<file path="config.mk">
export PLATFORM = sky130hd
export DESIGN_NAME = vfc_cmd_fifo
export DESIGN_NICKNAME = d
export VERILOG_FILES = /design/src/hdl/vfc_pkg.sv /design/src/hdl/vfc_cmd_fifo.sv
export SDC_FILE = /design/constraint.sdc
export NUM_CORES = 1
export LEC_CHECK = 0
export BUFFER_PORTS_ARGS = -buffer_cell sky130_fd_sc_hd__buf_2
export CAP_MARGIN = 0
export CORE_AREA = 5 5 129 180
export DETAILED_ROUTE_END_ITERATION = 8
export DIE_AREA = 0 0 134 185
export SLEW_MARGIN = 20
export SYNTH_ARGS = -nofsm -noshare
export SYNTH_HDL_FRONTEND = slang
export SYNTH_SLANG_ARGS = --single-unit
</file>
<file path="constraint.sdc">
create_clock -name clk -period 1.8 [get_ports clk]
set_input_delay 0.18 -clock clk [delete_from_list [all_inputs] [get_ports clk]]
set_output_delay 0.18 -clock clk [all_outputs]
set_load 0.02 [all_outputs]
</file>
<file path="src/hdl/vfc_pkg.sv">
package vfc_pkg;

    // Grid geometry
    localparam int GRID_EDGE = 32;
    localparam int COORD_W   = 5;
    localparam int NB_W      = COORD_W + 2;
    localparam int GRID_CELLS = GRID_EDGE * GRID_EDGE * GRID_EDGE;
    localparam int ADDR_W    = $clog2(GRID_CELLS);

    // Face output
    localparam int VBASE_W    = 20;
    localparam int FACE_VERTS = 4;
    localparam int DIR_W      = 3;
    localparam int NUM_DIRS   = 6;

    // Command queue between front and back end
    localparam int QUEUE_DEPTH = 4;
    localparam int QPTR_W      = $clog2(QUEUE_DEPTH);
    localparam int QCNT_W      = $clog2(QUEUE_DEPTH + 1);

    localparam logic OP_WRITE = 1'b0;
    localparam logic OP_QUERY = 1'b1;

    typedef enum logic [DIR_W-1:0] {
        DIR_POS_X = 3'd0,
        DIR_POS_Y = 3'd1,
        DIR_NEG_X = 3'd2,
        DIR_NEG_Y = 3'd3,
        DIR_POS_Z = 3'd4,
        DIR_NEG_Z = 3'd5
    } face_dir_t;

    typedef enum logic [1:0] {
        B_IDLE,
        B_READ,
        B_EMIT
    } back_state_t;

    // Classified command handed from front to back end
    typedef struct packed {
        logic               is_query;
        logic               in_grid;
        logic [COORD_W-1:0] x;
        logic [COORD_W-1:0] y;
        logic [COORD_W-1:0] z;
        logic               solid;
        logic [ADDR_W-1:0]  addr;
    } cmd_t;

    // Neighbor coordinate, two's complement, wide enough for -1 and edge+1
    typedef struct packed {
        logic [NB_W-1:0] x;
        logic [NB_W-1:0] y;
        logic [NB_W-1:0] z;
    } nb_coord_t;

    function automatic logic coord_in_grid(input logic [NB_W-1:0] c);
        return (c[NB_W-1] == 1'b0) && (int'(c) < GRID_EDGE);
    endfunction

    function automatic logic [ADDR_W-1:0] cell_addr(input logic [NB_W-1:0] cx,
                                                    input logic [NB_W-1:0] cy,
                                                    input logic [NB_W-1:0] cz);
        return ADDR_W'((int'(cz) * GRID_EDGE + int'(cy)) * GRID_EDGE + int'(cx));
    endfunction

    function automatic nb_coord_t nb_of(input logic [DIR_W-1:0]   dir,
                                        input logic [COORD_W-1:0] x,
                                        input logic [COORD_W-1:0] y,
                                        input logic [COORD_W-1:0] z);
        nb_coord_t nb;
        nb.x = NB_W'(x);
        nb.y = NB_W'(y);
        nb.z = NB_W'(z);
        case (dir)
            DIR_POS_X: nb.x = nb.x + NB_W'(1);
            DIR_POS_Y: nb.y = nb.y + NB_W'(1);
            DIR_NEG_X: nb.x = nb.x - NB_W'(1);
            DIR_NEG_Y: nb.y = nb.y - NB_W'(1);
            DIR_POS_Z: nb.z = nb.z + NB_W'(1);
            DIR_NEG_Z: nb.z = nb.z - NB_W'(1);
            default:   ;
        endcase
        return nb;
    endfunction

endpackage

</file>
<file path="src/hdl/vfc_cmd_fifo.sv">
module vfc_cmd_fifo
    import vfc_pkg::*;
(
    input  logic clk,
    input  logic rst_n,
    input  logic push,
    input  cmd_t push_cmd,
    output logic full,
    input  logic pop,
    output logic head_valid,
    output cmd_t head_cmd
);

    cmd_t              entry_reg [QUEUE_DEPTH];
    logic [QPTR_W-1:0] wr_ptr_reg;
    logic [QPTR_W-1:0] rd_ptr_reg;
    logic [QCNT_W-1:0] count_reg;
    logic [QCNT_W-1:0] count_next;

    assign full       = (count_reg == QCNT_W'(QUEUE_DEPTH));
    assign head_valid = (count_reg != '0);
    assign head_cmd   = entry_reg[rd_ptr_reg];

    always_comb
    begin
        count_next = count_reg;
        if (push && !pop)
            count_next = count_reg + QCNT_W'(1);
        else if (pop && !push)
            count_next = count_reg - QCNT_W'(1);
    end

    // Pointers and fill count
    always_ff @(posedge clk or negedge rst_n)
    begin
        if (!rst_n)
        begin
            wr_ptr_reg <= '0;
            rd_ptr_reg <= '0;
            count_reg  <= '0;
        end
        else
        begin
            if (push)
                wr_ptr_reg <= (wr_ptr_reg == QPTR_W'(QUEUE_DEPTH - 1)) ? '0
                                                                      : wr_ptr_reg + QPTR_W'(1);
            if (pop)
                rd_ptr_reg <= (rd_ptr_reg == QPTR_W'(QUEUE_DEPTH - 1)) ? '0
                                                                      : rd_ptr_reg + QPTR_W'(1);
            count_reg <= count_next;
        end
    end

    // Storage
    always_ff @(posedge clk)
    begin
        if (push)
            entry_reg[wr_ptr_reg] <= push_cmd;
    end

    a_no_pop_empty: assert property (@(posedge clk) disable iff (!rst_n)
        pop |-> count_reg != '0)
        else $error("command queue popped while empty");

    a_no_push_full: assert property (@(posedge clk) disable iff (!rst_n)
        push |-> count_reg != QCNT_W'(QUEUE_DEPTH))
        else $error("command queue pushed while full");

    a_count_bound: assert property (@(posedge clk) disable iff (!rst_n)
        count_reg <= QCNT_W'(QUEUE_DEPTH))
        else $error("command queue count out of range");

endmodule

</file>
==> summary.md <==
| Metric | Value |
|---|---|
| Cell at the root of the clock tree | sky130_fd_sc_hd__clkbuf_16 |
| Die Wd | 134 µm |
| CP top delay family | multiplexers |
| Relative area change from synthesis to final layout | 37.6% |
| Top cell by count, worst path | sky130_fd_sc_hd__buf_6 |
| Violated checks | setup timing |
| Initial antenna violation count | 0 |
| Area fraction of the dominant cell type after synthesis | 75.8% |
| Leading cell types by total area after synthesis | sky130_fd_sc_hd__edfxtp_1, sky130_fd_sc_hd__mux4_2, sky130_fd_sc_hd__dfrtp_1, sky130_fd_sc_hd__mux4_1, sky130_fd_sc_hd__ha_1 |
| Cell area reported after detailed placement | 0.00598 mm² |
| Internal power | 0.00869 W |
| Number of clock sinks | 139 |
| Top Ports | 72 |
| Fraction of power consumed by the clock network | 29.2% |
| Critical setup path kind | reg2out |
| Non-Filler Cell Area, Final | 0.00720 mm² |
| Std-Cell Core Area | 0.0215 mm² |
| Mapped Nets | 254 |
| Flip-flop count of the largest register, all copies and words added | 132 |
| Mapped Cells | 210 |
| Power per cell area | 1700 mW/mm² |
| Ratio of cells with drive above 1 in the final layout | 43.8% |
| Critical path capture point type | output pin |
| End of the worst register-to-register path | entry_reg[2][1]$_DFFE_PP_ |
| Cells on worst reg2reg path | 4 |
| Clock latency of the later-clocked register in the worst-skew pair | 0.41 ns |
| Total grt overflow | 0 |
| Quantity of I/O buffers inserted on ports | 71 |
| Number of max-cap violations | 0 |
| GRT Util Overall | 9.09% |
| Worst hold slack after final layout | 0.0471 ns |
| Number of global-route vias before repair | 2,906 |
| Cell breakdown of the critical path | buf_6 -> buf_8 -> mux4_2 -> buf_6 |
| Portion of total power attributed to combinational logic | 35.3% |
| Max transition margin | 75.5% |
| Final setup fails | 33 |
| Tot Pwr | 0.0122 W |
| Clock tree from TritonCTS | yes |
| Wire length of the first global-routing pass | 16.4 mm |
| Remaining routing DRC violations | 0 |
| DP Wirelength | 6.42 mm |
| Data required time of the worst path | 1.62 ns |
| Number of buffers created by CTS | 17 |
| Actual transition at the worst max-transition pin | 0.367 ns |
| Routed WL per cell | 17.2 µm |
| Starting utilization of the core area | 24.3% |
| Setup slack of the critical path after layout | -0.131 ns |
| Total number of H-tree levels | 4 |
| Mean instance size in the synthesized netlist | 24.9 µm² |
| Total number of cells along the worst setup path | 4 |
| Vias per std cell | 4.10 |
| Critical path's slowest cell | sky130_fd_sc_hd__mux4_2 |
| Most common cell after layout, fill and taps aside | sky130_fd_sc_hd__edfxtp_1 |
| Largest voltage drop on the vdd net | 0.000678 V |
| CTS Buffer Depth | 2 |
| Ratio of final minimum period to clock period | 107% |
| Maximum clock frequency | 518 MHz |
| Count of fill cells added during filler insertion | 2,014 |
| Register share of total power | 35.5% |
| Wire length reported by the detailed router | 10.6 mm |
| Maximum fanout count along the critical path | 5 |
| Clock slew seen by the registers of the worst setup and hold paths | 0.06 ns |
| Flop-to-flop setup slack | 0.32 ns |
| Count of state elements after synthesis | 139 |
| Switching Fraction | 28.9% |
| Critical path destination | head_cmd[25] |
| Die Area | 0.0248 mm² |
| Leading cell types in the layout, fill and taps excluded | sky130_fd_sc_hd__edfxtp_1, sky130_fd_sc_hd__buf_2, sky130_fd_sc_hd__dlygate4sd3_1, sky130_fd_sc_hd__buf_6, sky130_fd_sc_hd__mux4_2 |
| R2r startpoint | wr_ptr_reg[0]$_DFFE_PN0P_ |
| Sequential-to-total area share from yosys stat | 79.1% |
| CP peak stage delay | 0.53 ns |
| Critical Path Start Type | flop |
| First drt pass iteration count | 4 |
| Min-delay worst type | in2reg |
| Critical path launch point | rd_ptr_reg[0]$_DFFE_PN0P_ |
| Final-report hold violation count | 0 |
| Nets@finish | 386 |
| Starting DRT DRC Count | 95 |
| Vertical extent of the die | 185 µm |
| Overall via count from detail_route | 2,535 |
| Unrepaired setup endpoints after global routing | yes |
| Global placer's final weighted congestion | 0.631 |
| Library cell occupying the most area in the post-synthesis netlist | sky130_fd_sc_hd__edfxtp_1 |
| Buffers and inverters on the worst path | 3 |
| Crit path DAT | 1.75 ns |
| Count of synthesis-stage warnings from yosys | 0 |
| Layout Skew | 0.00996 ns |
| Pin count of the biggest net entering global routing | 36 |
| Net Sw Power | 0.00353 W |
| Crit path time final | 1.93 ns |
| Final max-slew violation count | 0 |
| Synth unique cells | 19 |
| Core Rows | 64 |
| Count of inserted antenna diode cells | 0 |
| Antenna violation net count after detailed routing | 0 |
| Outcome | finished, violations left |
| Static power due to leakage | 2.52 nW |
| Netlist Area Pre-Place | 0.00523 mm² |
## metrics by stage
step	utilization, %	instances	setup WS, ns	TNS (ns)
after detailed placement	27.7	548	0.203	0
after global placement	27.7	548	0.222	0
final	33.4	618	-0.131	-3.39
after CTS	33.3	618	-0.185	-5.03
after floorplan	-	210	0.00149	0
after global routing	33.4	618	-0.216	-5.74
## worst min-delay path by stage
stage | start | to | cells after the start
final | push | wr_ptr_reg[1]$_DFFE_PN0P_ | 2
after global routing | pop | rd_ptr_reg[0]$_DFFE_PN0P_ | 2
after CTS | push | wr_ptr_reg[1]$_DFFE_PN0P_ | 2
after detailed placement | rst_n | count_reg[0]$_DFFE_PN0P_ | 1
after global placement | rst_n | count_reg[1]$_DFFE_PN0P_ | 1
after floorplan | rst_n | count_reg[0]$_DFFE_PN0P_ | 0
## layout make-up
class	instances	area (µm²)	area share (%)
Clock buffer	17	425	5.91
Timing Repair Buffer	121	1140	15.8
Tap cell	264	330	4.59
Multi-Input combinational cell	59	971	13.5
Sequential cell	139	4140	57.6
Clock inverter	14	176	2.45
Inverter	4	15.0	0.209
## cell usage after synthesis
library cell and n:
sky130_fd_sc_hd__dfrtp_1 7, sky130_fd_sc_hd__ha_1 6, sky130_fd_sc_hd__mux2_2 3, sky130_fd_sc_hd__or3_1 1, sky130_fd_sc_hd__fa_1 1, sky130_fd_sc_hd__nor3b_1 1, sky130_fd_sc_hd__o21ai_0 2, sky130_fd_sc_hd__buf_6 1
sky130_fd_sc_hd__xnor2_1 1, sky130_fd_sc_hd__nand2_1 2, sky130_fd_sc_hd__nor2_1 3, sky130_fd_sc_hd__inv_1 4, sky130_fd_sc_hd__edfxtp_1 132, sky130_fd_sc_hd__buf_12 3, sky130_fd_sc_hd__mux4_2 28, sky130_fd_sc_hd__buf_2 4
sky130_fd_sc_hd__xor2_1 2, sky130_fd_sc_hd__mux4_1 5, sky130_fd_sc_hd__and2_1 4
## power by group through the flow
stage / Clock [W] / Sequential, W / Combinational (W)
2_1_floorplan: 0 / 0.00434 / 0.00236
3_3_place_gp: 0 / 0.00437 / 0.00338
3_5_place_dp: 0 / 0.00442 / 0.00342
4_1_cts: 0.00367 / 0.00434 / 0.00441
5_1_grt: 0.00382 / 0.00438 / 0.00461
6_report: 0.00357 / 0.00433 / 0.00432
## kinds of logic after synthesis
| logic type | Yosys count | synth area share (%) |
|---|---|---|
| buffers and inverters | 12 | 2.03 |
| AND/OR/NAND/NOR | 11 | 1.10 |
| flip-flops | 139 | 79.1 |
| adder cells (fa/ha/maj) | 7 | 1.82 |
| XOR/XNOR | 3 | 0.502 |
| AO/OA/AOI/OAI | 2 | 0.191 |
| multiplexers | 36 | 15.2 |
## layer usage
layer	share of wire [%]	track usage, %	vias to the layer above	routed length, µm
li1	-	-	1144	-
met3	3.8	3.13	10	400
met2	54	15.9	51	5790
met1	40	10.1	1330	4270
met5	0	0	-	0
met4	1.6	3.71	0	165
## repair_timing
item / in CTS / in global routing
hold buffers: 34 / 0
cloned: 2 / 0
endpoints found under the hold margin: 139 / 0
endpoints found under the setup margin: 33 / 33
resized for setup: 71 / 10
setup buffers: 3 / 1
No activity file was read; power rests on OpenSTA's default activity.
